`src/rtl/wrts_pkg.sv`:
```
// Shared types and constants of the weekly relay task scheduler.
// No dependencies; imported by every module of the block.
package wrts_pkg;

    localparam logic [6:0] ONESHOT_MASK = 7'h00;

    localparam logic REG_REPORT_INTERVAL = 1'b0;
    localparam logic [7:0] REPORT_INTERVAL_RST = 8'd1;

    localparam logic CMD_TICK  = 1'b0;
    localparam logic CMD_WRITE = 1'b1;

    typedef struct packed {
        logic       cmd;
        logic       time_valid;
        logic [5:0] second;
        logic [5:0] minute;
        logic [4:0] hour;
        logic [2:0] weekday;
        logic [1:0] plug_index;
        logic [1:0] task_index;
        logic       task_enable;
        logic [6:0] task_repeat;
        logic       task_action;
    } cmd_beat_t;

    typedef struct packed {
        logic [3:0] plug_states;
        logic       settings_changed;
        logic [3:0] oneshot_fired;
        logic [7:0] oneshot_slot;
        logic       report_due;
    } res_beat_t;

    typedef struct packed {
        logic       enable;
        logic [4:0] hour;
        logic [5:0] minute;
        logic [6:0] repeat_mask;
        logic       action;
    } task_entry_t;

    typedef struct packed {
        logic we;
        logic re;
    } mem_ctrl_t;

endpackage

```
`src/rtl/wrts_task_mem.sv`:
```
// Task entry memory: one write port, one registered read port.
// Per-entry valid flops make unwritten entries read as disabled. Uses wrts_pkg.
module wrts_task_mem #(
    parameter int DEPTH = 16,
    parameter int AW = (DEPTH > 1) ? $clog2(DEPTH) : 1
) (
    input  logic                  clk,
    input  logic                  rst_n,
    input  wrts_pkg::mem_ctrl_t   ctrl,
    input  logic [AW-1:0]         waddr,
    input  wrts_pkg::task_entry_t wdata,
    input  logic [AW-1:0]         raddr,
    output wrts_pkg::task_entry_t rdata
);
    import wrts_pkg::*;

    task_entry_t          entry_mem [DEPTH];
    task_entry_t          rdata_reg;
    logic                 rvalid_reg;
    logic [DEPTH-1:0]     valid_reg;

    always_ff @(posedge clk)
    begin
        if (ctrl.we)
        begin
            entry_mem[waddr] <= wdata;
        end
        if (ctrl.re)
        begin
            rdata_reg <= entry_mem[raddr];
        end
    end

    always_ff @(posedge clk or negedge rst_n)
    begin
        if (!rst_n)
        begin
            valid_reg  <= '0;
            rvalid_reg <= 1'b0;
        end
        else
        begin
            if (ctrl.we)
            begin
                valid_reg[waddr] <= 1'b1;
            end
            if (ctrl.re)
            begin
                rvalid_reg <= valid_reg[raddr];
            end
        end
    end

    assign rdata = rvalid_reg ? rdata_reg : '0;

endmodule

```
`src/rtl/wrts_scan.sv`:
```
// Command sequencer: task writes, table scan on ticks, plug state, report counter,
// result register. Drives the task memory. Uses wrts_pkg.
module wrts_scan #(
    parameter int PLUGS = 4,
    parameter int TASKS_PER_PLUG = 4,
    parameter int AW = (PLUGS * TASKS_PER_PLUG > 1) ? $clog2(PLUGS * TASKS_PER_PLUG) : 1
) (
    input  logic                  clk,
    input  logic                  rst_n,
    input  logic                  cmd_valid,
    output logic                  cmd_stall,
    input  wrts_pkg::cmd_beat_t   cmd_beat,
    output logic                  res_valid,
    input  logic                  res_stall,
    output wrts_pkg::res_beat_t   res_beat,
    input  logic [7:0]            report_interval,
    output wrts_pkg::mem_ctrl_t   mem_ctrl,
    output logic [AW-1:0]         mem_waddr,
    output wrts_pkg::task_entry_t mem_wdata,
    output logic [AW-1:0]         mem_raddr,
    input  wrts_pkg::task_entry_t mem_rdata
);
    import wrts_pkg::*;

    localparam int DEPTH = PLUGS * TASKS_PER_PLUG;
    localparam int CW = $clog2(DEPTH + 1);
    localparam int PW = (PLUGS > 1) ? $clog2(PLUGS) : 1;
    localparam int TW = (TASKS_PER_PLUG > 1) ? $clog2(TASKS_PER_PLUG) : 1;

    typedef enum logic {ST_IDLE, ST_SCAN} state_t;

    state_t           state_reg, state_next;
    logic [CW-1:0]    iss_reg, iss_next;
    logic             ev_vld_reg, ev_vld_next;
    logic [AW-1:0]    ev_addr_reg, ev_addr_next;
    logic [PW-1:0]    ev_plug_reg, ev_plug_next;
    logic [TW-1:0]    ev_task_reg, ev_task_next;
    logic [5:0]       minute_reg, minute_next;
    logic [4:0]       hour_reg, hour_next;
    logic [6:0]       day_reg, day_next;
    logic [PLUGS-1:0] plug_reg, plug_next;
    logic             changed_reg, changed_next;
    logic [3:0]       fired_reg, fired_next;
    logic [7:0]       slots_reg, slots_next;
    logic             due_reg, due_next;
    logic [7:0]       cnt_reg, cnt_next;
    logic             res_valid_reg, res_valid_next;
    res_beat_t        res_beat_reg, res_beat_next;

    logic             accept;
    logic             res_take;
    logic [7:0]       cnt_inc;
    logic             cnt_hit;
    logic [6:0]       daybit;
    logic [PLUGS+3:0] plug_ext;
    logic             wr_in_range;
    logic [AW-1:0]    wr_addr;
    logic             hit;
    logic             oneshot;
    logic [PLUGS-1:0] plug_upd;
    task_entry_t      wb_entry;

    assign res_take  = res_valid_reg && !res_stall;
    assign cmd_stall = (state_reg != ST_IDLE) || (res_valid_reg && res_stall);
    assign accept    = cmd_valid && !cmd_stall;
    assign res_valid = res_valid_reg;
    assign res_beat  = res_beat_reg;

    assign cnt_inc = cnt_reg + 8'd1;
    assign cnt_hit = (cnt_inc >= report_interval);
    assign daybit  = (cmd_beat.weekday == 3'd0) ? 7'd0
                   : (7'd1 << (cmd_beat.weekday - 3'd1));
    assign plug_ext = {4'b0, plug_reg};

    assign wr_in_range = (int'(cmd_beat.plug_index) < PLUGS)
                      && (int'(cmd_beat.task_index) < TASKS_PER_PLUG);
    assign wr_addr = AW'(int'(cmd_beat.plug_index) * TASKS_PER_PLUG
                       + int'(cmd_beat.task_index));

    assign oneshot = (mem_rdata.repeat_mask == ONESHOT_MASK);
    assign hit = mem_rdata.enable
              && (mem_rdata.minute == minute_reg)
              && (mem_rdata.hour == hour_reg)
              && (oneshot || ((mem_rdata.repeat_mask & day_reg) != 7'd0));

    always_comb
    begin
        wb_entry        = mem_rdata;
        wb_entry.enable = 1'b0;
    end

    always_comb
    begin
        plug_upd = plug_reg;
        for (int i = 0; i < PLUGS; i++)
        begin
            if (int'(ev_plug_reg) == i)
            begin
                plug_upd[i] = mem_rdata.action;
            end
        end
        if ((ev_plug_reg != '0) && mem_rdata.action)
        begin
            plug_upd[0] = 1'b1;
        end
    end

    always_comb
    begin
        state_next     = state_reg;
        iss_next       = iss_reg;
        ev_vld_next    = ev_vld_reg;
        ev_addr_next   = ev_addr_reg;
        ev_plug_next   = ev_plug_reg;
        ev_task_next   = ev_task_reg;
        minute_next    = minute_reg;
        hour_next      = hour_reg;
        day_next       = day_reg;
        plug_next      = plug_reg;
        changed_next   = changed_reg;
        fired_next     = fired_reg;
        slots_next     = slots_reg;
        due_next       = due_reg;
        cnt_next       = cnt_reg;
        res_valid_next = res_take ? 1'b0 : res_valid_reg;
        res_beat_next  = res_beat_reg;
        mem_ctrl       = '0;
        mem_waddr      = ev_addr_reg;
        mem_wdata      = wb_entry;
        mem_raddr      = iss_reg[AW-1:0];

        case (state_reg)
            ST_IDLE:
            begin
                if (accept)
                begin
                    if (cmd_beat.cmd == CMD_WRITE)
                    begin
                        if (wr_in_range)
                        begin
                            mem_ctrl.we = 1'b1;
                            mem_waddr   = wr_addr;
                            mem_wdata   = '{enable:      cmd_beat.task_enable,
                                            hour:        cmd_beat.hour,
                                            minute:      cmd_beat.minute,
                                            repeat_mask: cmd_beat.task_repeat,
                                            action:      cmd_beat.task_action};
                        end
                        res_valid_next = 1'b1;
                        res_beat_next  = '0;
                        res_beat_next.plug_states = plug_ext[3:0];
                    end
                    else
                    begin
                        cnt_next = cnt_hit ? 8'd0 : cnt_inc;
                        if (cmd_beat.time_valid && (cmd_beat.second == 6'd0))
                        begin
                            state_next   = ST_SCAN;
                            iss_next     = '0;
                            ev_vld_next  = 1'b0;
                            ev_plug_next = '0;
                            ev_task_next = '0;
                            minute_next  = cmd_beat.minute;
                            hour_next    = cmd_beat.hour;
                            day_next     = daybit;
                            changed_next = 1'b0;
                            fired_next   = '0;
                            slots_next   = '0;
                            due_next     = cnt_hit;
                        end
                        else
                        begin
                            res_valid_next = 1'b1;
                            res_beat_next  = '0;
                            res_beat_next.plug_states = plug_ext[3:0];
                            res_beat_next.report_due  = cnt_hit;
                        end
                    end
                end
            end

            ST_SCAN:
            begin
                if (iss_reg != CW'(DEPTH))
                begin
                    mem_ctrl.re  = 1'b1;
                    iss_next     = iss_reg + CW'(1);
                    ev_vld_next  = 1'b1;
                    ev_addr_next = iss_reg[AW-1:0];
                end
                else
                begin
                    ev_vld_next = 1'b0;
                end

                if (ev_vld_reg)
                begin
                    if (hit)
                    begin
                        plug_next    = plug_upd;
                        changed_next = changed_reg || (plug_upd != plug_reg) || oneshot;
                        if (oneshot)
                        begin
                            mem_ctrl.we = 1'b1;
                            for (int i = 0; i < 4; i++)
                            begin
                                if (int'(ev_plug_reg) == i)
                                begin
                                    fired_next[i]        = 1'b1;
                                    slots_next[2*i +: 2] = 2'(ev_task_reg);
                                end
                            end
                        end
                    end
                    if (ev_task_reg == TW'(TASKS_PER_PLUG - 1))
                    begin
                        ev_task_next = '0;
                        ev_plug_next = ev_plug_reg + PW'(1);
                    end
                    else
                    begin
                        ev_task_next = ev_task_reg + TW'(1);
                    end
                end

                if ((iss_reg == CW'(DEPTH)) && !ev_vld_reg)
                begin
                    state_next     = ST_IDLE;
                    res_valid_next = 1'b1;
                    res_beat_next.plug_states      = plug_ext[3:0];
                    res_beat_next.settings_changed = changed_reg;
                    res_beat_next.oneshot_fired    = fired_reg;
                    res_beat_next.oneshot_slot     = slots_reg;
                    res_beat_next.report_due       = due_reg;
                end
            end

            default:
            begin
                state_next = ST_IDLE;
            end
        endcase
    end

    always_ff @(posedge clk or negedge rst_n)
    begin
        if (!rst_n)
        begin
            state_reg     <= ST_IDLE;
            iss_reg       <= '0;
            ev_vld_reg    <= 1'b0;
            ev_addr_reg   <= '0;
            ev_plug_reg   <= '0;
            ev_task_reg   <= '0;
            minute_reg    <= '0;
            hour_reg      <= '0;
            day_reg       <= '0;
            plug_reg      <= '0;
            changed_reg   <= 1'b0;
            fired_reg     <= '0;
            slots_reg     <= '0;
            due_reg       <= 1'b0;
            cnt_reg       <= '0;
            res_valid_reg <= 1'b0;
            res_beat_reg  <= '0;
        end
        else
        begin
            state_reg     <= state_next;
            iss_reg       <= iss_next;
            ev_vld_reg    <= ev_vld_next;
            ev_addr_reg   <= ev_addr_next;
            ev_plug_reg   <= ev_plug_next;
            ev_task_reg   <= ev_task_next;
            minute_reg    <= minute_next;
            hour_reg      <= hour_next;
            day_reg       <= day_next;
            plug_reg      <= plug_next;
            changed_reg   <= changed_next;
            fired_reg     <= fired_next;
            slots_reg     <= slots_next;
            due_reg       <= due_next;
            cnt_reg       <= cnt_next;
            res_valid_reg <= res_valid_next;
            res_beat_reg  <= res_beat_next;
        end
    end

`ifndef ASSERT_OFF
    a_wb_not_read_addr: assert property (@(posedge clk) disable iff (!rst_n)
        (mem_ctrl.we && mem_ctrl.re) |-> (mem_waddr != mem_raddr))
        else $error("write-back collides with scan read");

    a_eval_in_scan: assert property (@(posedge clk) disable iff (!rst_n)
        ev_vld_reg |-> (state_reg == ST_SCAN))
        else $error("entry evaluated outside scan");

    a_scan_write_is_wb: assert property (@(posedge clk) disable iff (!rst_n)
        (mem_ctrl.we && (state_reg == ST_SCAN)) |-> ev_vld_reg)
        else $error("scan write without evaluated entry");

    a_iss_bound: assert property (@(posedge clk) disable iff (!rst_n)
        iss_reg <= CW'(DEPTH))
        else $error("scan issue counter overran table");

    a_oneshot_changes: assert property (@(posedge clk) disable iff (!rst_n)
        (res_valid_reg && (res_beat_reg.oneshot_fired != 4'd0))
        |-> res_beat_reg.settings_changed)
        else $error("one-shot fired without settings change");
`endif

endmodule

```
`src/rtl/weekly_relay_task_scheduler.sv`:
```
// Results: a write or a tick without a scan gives its result in the cycle after the beat
// is taken; a tick with valid time at second 0 gives it when its ST_SCAN pass ends.
// Beats: one beat per cycle without a scan, while the result channel does not stall; no
// beat is taken during a scan, which reads the single read port of the task memory (one entry per cycle).
// Reset: all tasks disabled, plugs off, counter zero, report_interval 1; no clearing pass.
// Top level: APB register, task memory (wrts_task_mem), sequencer (wrts_scan). Uses wrts_pkg.
module weekly_relay_task_scheduler #(
    parameter int PLUGS = 4,
    parameter int TASKS_PER_PLUG = 4
) (
    input  logic                clk,
    input  logic                rst_n,
    input  logic                cmd_valid,
    output logic                cmd_stall,
    input  wrts_pkg::cmd_beat_t cmd_beat,
    output logic                res_valid,
    input  logic                res_stall,
    output wrts_pkg::res_beat_t res_beat,
    input  logic                psel,
    input  logic                penable,
    input  logic                pwrite,
    input  logic [2:0]          paddr,
    input  logic [31:0]         pwdata,
    output logic [31:0]         prdata,
    output logic                pready
);
    import wrts_pkg::*;

    localparam int DEPTH = PLUGS * TASKS_PER_PLUG;
    localparam int AW = (DEPTH > 1) ? $clog2(DEPTH) : 1;

    logic [7:0]    report_interval_reg;
    mem_ctrl_t     mem_ctrl;
    logic [AW-1:0] mem_waddr;
    logic [AW-1:0] mem_raddr;
    task_entry_t   mem_wdata;
    task_entry_t   mem_rdata;

    assign pready = 1'b1;
    assign prdata = (paddr[2] == REG_REPORT_INTERVAL) ? 32'(report_interval_reg) : '0;

    always_ff @(posedge clk or negedge rst_n)
    begin
        if (!rst_n)
        begin
            report_interval_reg <= REPORT_INTERVAL_RST;
        end
        else if (psel && penable && pwrite && pready && (paddr[2] == REG_REPORT_INTERVAL))
        begin
            report_interval_reg <= pwdata[7:0];
        end
    end

    wrts_task_mem #(
        .DEPTH (DEPTH),
        .AW    (AW)
    ) u_mem (
        .clk   (clk),
        .rst_n (rst_n),
        .ctrl  (mem_ctrl),
        .waddr (mem_waddr),
        .wdata (mem_wdata),
        .raddr (mem_raddr),
        .rdata (mem_rdata)
    );

    wrts_scan #(
        .PLUGS          (PLUGS),
        .TASKS_PER_PLUG (TASKS_PER_PLUG),
        .AW             (AW)
    ) u_scan (
        .clk             (clk),
        .rst_n           (rst_n),
        .cmd_valid       (cmd_valid),
        .cmd_stall       (cmd_stall),
        .cmd_beat        (cmd_beat),
        .res_valid       (res_valid),
        .res_stall       (res_stall),
        .res_beat        (res_beat),
        .report_interval (report_interval_reg),
        .mem_ctrl        (mem_ctrl),
        .mem_waddr       (mem_waddr),
        .mem_wdata       (mem_wdata),
        .mem_raddr       (mem_raddr),
        .mem_rdata       (mem_rdata)
    );

endmodule

```
`config.mk`:
```
export PLATFORM = sky130hd
export DESIGN_NAME = weekly_relay_task_scheduler
export DESIGN_NICKNAME = d
export VERILOG_FILES = /design/src/rtl/wrts_pkg.sv /design/src/rtl/wrts_task_mem.sv /design/src/rtl/wrts_scan.sv /design/src/rtl/weekly_relay_task_scheduler.sv
export SDC_FILE = /design/constraint.sdc
export NUM_CORES = 1
export LEC_CHECK = 0
export BUFFER_PORTS_ARGS = -buffer_cell sky130_fd_sc_hd__buf_4
export CELL_PAD_IN_SITES_DETAIL_PLACEMENT = 1
export CELL_PAD_IN_SITES_GLOBAL_PLACEMENT = 1
export CORE_UTILIZATION = 38
export CTS_CLUSTER_DIAMETER = 100
export DETAILED_ROUTE_END_ITERATION = 8
export GPL_TIMING_DRIVEN = 1
export PLACE_DENSITY_LB_ADDON = 0.1
export SYNTH_ARGS = -nofsm -noshare
export SYNTH_HDL_FRONTEND = slang
export SYNTH_HIERARCHICAL = 1
export SYNTH_SLANG_ARGS = --single-unit
```
`constraint.sdc`:
```
create_clock -name clk -period 6.2 [get_ports clk]
set_clock_uncertainty 0.2 [all_clocks]
set_input_delay 0.62 -clock clk [delete_from_list [all_inputs] [get_ports clk]]
set_output_delay 0.62 -clock clk [all_outputs]
set_load 0.01 [all_outputs]
```
# Word level (Yosys, flattened, before mapping)
# Memories as Yosys holds them, arrays and structs flattened. A register that Yosys moved wholly into a read port is not among the register bits.
# Index checks and enable logic that the tools add are counted.
# totals
regBits	103
wordCells	198
inputBits	77
mem_bits_rw	320
memories	1
out_inout_bits	53
# mem_list
name	depth	width	read_ports	rd_ports_with_merged_regs	wr	line_no	source
u_mem.entry_mem	16	20	1	1	1	wrts_task_mem.sv:17	task_entry_t entry_mem [DEPTH];
# classes
n_mux	88
magnitude_cmp	4
reduce_logical	40
addsub	6
bitwise_logic	5
shift	1
eq_ne	23
# op_table
op	n
two-way mux 20 bit	4
two-way mux 18 bit	4
two-way mux 8 bit	8
two-way mux 4 bit	9
case mux 18 bit (2 select lines)	1
two-way mux 1 bit	34
AND reduction 7 bit	4
two-way mux 2 bit	11
inequality test 2 bit, second input constant	11
two-way mux 5 bit	4
OR 16 bit	1
case mux 8 bit (2 select lines)	1
logical AND 1 bit	13
AND reduction 3 bit	4
AND reduction 4 bit	3
< comparator 4 x 5 -> 1 bit, second input constant	2
case mux 1 bit (2 select lines)	5
case mux 5 bit (2 select lines)	1
AND reduction 5 bit	2
adder 8 x 1 -> 8 bit, second input constant	1
>= comparator 8 bit	1
case mux 2 bit (2 select lines)	2
case mux 4 bit (2 select lines)	1
AND 7 bit	1
28 further kinds	39

# Logic depth before layout (Yosys ltp)
# logic_depth
depth_word	11
depth_mapped	10
depth_no_buf	10

# Hierarchy
# Netlist, hierarchy kept.
# by_module_without_submodules
mod	cells_each	instances	area_each_um2	seq_area_each_um2
wrts_task_mem	549	1	13698.1	10635.2
wrts_scan	459	1	4294.1	1951.9
weekly_relay_task_scheduler	52	1	580.6	201.4

# Least setup slack after synthesis
# Ideal clock, no wire load.
# synth_timing
path_kind	flip-flop to flip-flop
from	register u_mem.rvalid_reg
to	memory u_mem/entry_mem[0][0] (netlist bit) (enable)
synth_period_minus_slack_ns	4.411
setup_time_ns	0.424
n_path_buf	1
path_stages_with_launch	10
slack_ns	1.789
required_time_ns	5.576
t_arrival_ns	3.787
cell_sequence	dfrtp_1 > clkbuf_1 > and2_1 > xor2_1 > or4_4 > nor3_4 > nand2_1 > nand2_1 > or3b_2 > nor3_1
# synth_rtl
element	line_no	source
from (decl)	wrts_task_mem.sv:19	logic rvalid_reg;
from (signal assigned)	wrts_task_mem.sv:49	rvalid_reg <= valid_reg[raddr];
to (decl)	wrts_task_mem.sv:17	

==> impl_metrics.toml <==
[clock_tree]
cts_made_buffers = 48
insertion_delay_ns = 0.59
clockBufferDepth = 3
cts.reportedPaths.clkPinSlew_ns = 0.06
ctsResizeCount = 0
cts_tree = "built"
clkSinkCount = 443
post-cts-setup-buffers = 0
root_buffer = "clkbuf_16"
htreeDepth = 2

[yosys]
yosys.area_share.simple_pct = 7.060
synth.top_cell.area_share_pct = 54.97
synthAdderAreaFrac_pct = 1.145
synth_cells = 1060
async_reset_ff_share_pct = 23.25
synth_xor_area_share_pct = 0.9431
synth_top_family_by_area = "multiplexers"
ys.warnings.count = 6
synth_edf_count = 340
syn_avg_cell_area_um2 = 17.52
synth_mux_area_share_pct = 15.86
ys_seq_elements = 443
ys_types = 66
synth_compound_area_share_pct = 3.126
synth_area_um2 = 18570
yosysSeqAreaShare_pct = 68.86
synth_area_leaders = "edfxtp_1 (55%), dfrtp_1 (14%), mux4_1 (6.8%), mux4_2 (6.8%), nand2_1 (2.4%)"
synth_flop_cell = "edfxtp_1"
yosysTopAreaCell = "edfxtp_1"

[final_layout]
final_nets = 1260
fill_cells = 4616
drive_gt1_share_pct = 26.83
post-route-util_pct = 44.71
area_growth_pct = 15.41
num_antenna_cells = 0
largest_register_ffs = 320

[setup_path]
reg2reg_slack_ns = 1.57
criticalPathCategory = "flop to flop"
critPathArrivalTime_ns = 4.70
crit_path_end_kind = "flop"
timing.rr.start = "u_mem/rvalid_reg"
reg2regPathDepth = 9
start_kind = "flop"
critPathMaxFanout = 21
r2r_end = "u_mem/entry_mem[5][12]"
cp_data_required_time_ns = 6.27

[global_routing]
grt_pass1_vias = 10100
top_usage_layer = "met2"
met3_usage_pct = 3.253
overflow = 0
grt_use_met2_pct = 29.49
grt_max_degree = 64
grt_pass1_wl_um = 67930
antenna_found_initial = 0
grt_usage_pct = 18.76
grt_use_met1_pct = 27.05

[hold_path]
hold_class = "input port to flop"
whs_endpoint = "u_scan/res_valid"
hp-start = "res_stall"
hold_depth = 3

[timing]
hold_ws_ns = 0.06206
setup_violations = 0
worst_slack_ns = 1.575
tightest_slew_ns = 1.155
finalCritPeriodShare_pct = 74.60
fin_crit_ns = 4.625
finalHoldViolations = 0
fmax_mhz = 216.2
tns_ns = 0
rsz0062_at_grt = "false"
drv_slew = 0
slew_headroom_pct = 22.98

[die]
rows = 80
start_util_pct = 38.74
die_area_um2 = 49760
fp.coreArea_um2 = 47950
die_w_um = 223.1
die_h_um = 223.1
io_pins = 130

[place]
portBuffers = 78
hpwl_um = 25210
place_congestion = 0.7037
pre_cts_slack_ns = 1.626

[power]
clkPwrFrac_pct = 34.3
p_comb_share_pct = 21.5
seqPwrFrac_pct = 44.2
power.internal_mw = 6.242
switchingPower_mw = 2.328
swShare_pct = 27.16
leakage_nw = 8.137
p_per_area_nw_per_um2 = 399.8
peakVddDrop_mv = 0.2615

[routing]
drt-total-wl_um = 45560
drcViolationCount = 0
route.vias.total = 9829
drtAntennaViolNets = 0
drtPass1Iterations = 6
drt-initial-drc-count = 665
wl_per_cell_um = 25.05
viasPerCell = 5.404

[run_status]
status = "complete, no violations"

[job]
drv_cap = 0
## power groups by stage
| stage | registers, mW | clock network (mW) | logic (mW) |
|---|---|---|---|
| after floorplan | 3.68 | 0 | 1.52 |
| after global placement | 3.85 | 0 | 1.84 |
| after detailed placement | 3.86 | 0 | 1.87 |
| after CTS | 3.80 | 3.02 | 1.88 |
| after global routing | 3.83 | 3.12 | 2.01 |
| final | 3.79 | 2.94 | 1.84 |
## cell usage in the layout (no fill, tap or decap), drive strengths merged, types with 9 or more instances in the layout
master and n:
nand3 33, xor2 9, edfxtp 340, inv 21, nor2 21, a22oi 12, o21ai 25, dfrtp 102
nand2 119, clkbuf 60, xnor2 11, mux4 104, conb 25, clkinv 16, mux2 35, or2 17
ha 17, buf 106, and2 24
## worst max-delay path by stage
stage                             endpoint  slack (ns)  cells past startpoint              from
CTS                 u_mem/entry_mem[5][14]        1.57                      9  u_mem/rvalid_reg
global route        u_mem/entry_mem[5][14]        1.35                      9  u_mem/rvalid_reg
detailed placement   u_mem/entry_mem[5][4]        1.63                      9  u_mem/rvalid_reg
floorplan            u_mem/entry_mem[0][0]        1.79                      9  u_mem/rvalid_reg
finish              u_mem/entry_mem[5][12]        1.57                      9  u_mem/rvalid_reg
global placement    u_mem/entry_mem[5][12]        1.61                      9  u_mem/rvalid_reg
## logic make-up (layout without fill, tap and decap cells)
kind of cell | after synthesis | count (layout)
other | 2 | 25
AO/OA/AOI/OAI | 83 | 83
multiplexers | 142 | 142
adder cells (fa/ha/maj) | 17 | 17
XOR/XNOR | 20 | 20
buffers and inverters | 94 | 215
AND/OR/NAND/NOR | 259 | 259
flip-flops | 443 | 443
## synth_stat cells (3+ instances only)
master / number
mux4_1: 48
mux2i_1: 3
nor2b_1: 4
xor2_1: 9
buf_4: 32
inv_1: 20
o211ai_1: 5
clkbuf_1: 23
nor4_1: 3
nand2_1: 118
nand3_1: 33
xnor2_1: 11
and2_0: 3
or2_2: 17
edfxtp_1: 340
mux4_2: 56
nor3_1: 6
a22oi_1: 12
dfrtp_1: 102
nand4_1: 7
o31ai_1: 8
nor2_1: 21
and2_1: 21
o21ai_0: 25
and2b_2: 8
ha_1: 17
nand2b_1: 3
mux2_2: 35
a21boi_0: 5
a21oi_1: 6
a221o_1: 3
buf_6: 5
o41ai_1: 3
buf_2: 10
## stage by stage
step,cell area [µm²],cells,total power [mW]
6_report,21440,1819,8.570
2_1_floorplan,18660,1083,5.197
4_1_cts,21440,1819,8.698
3_3_place_gp,19830,1730,5.693
5_1_grt,21440,1819,8.957
3_5_place_dp,19830,1730,5.730
## critical path, cell delays in order (launching register included)
cell and delay (ns):
dfrtp_1 1.11, and2_1 0.30, xor2_1 0.16, or4_4 0.59, nor3_4 0.38, nand2_1 0.14
nand2_1 0.16, nand3b_1 0.24, nor2_2 0.76, buf_12 0.26
## area by class of cell
type	instances	area, µm²	share of cell area (%)
Timing Repair Buffer	107	818.3	3.817
Clock inverter	28	354.1	1.652
Inverter	20	75.07	0.3502
Clock buffer	60	1246	5.814
Multi-Input combinational cell	546	5375	25.08
Sequential cell	443	12800	59.70
Tap cell	615	769.5	3.590
## timing repair
item / CTS / global route
setup endpoints to repair: 0 / 0
hold endpoints to repair: 54 / 0
hold buffers: 1 / 0
## metal layers
| layer | wire (µm) | part of all wire [%] |
|---|---|---|
| met1 | 21230 | 47 |
| met4 | 839 | 1.8 |
| met3 | 1919 | 4.2 |
| met5 | 0 | 0 |
| met2 | 21570 | 47 |
No activity file was read; power rests on OpenSTA's default activity.
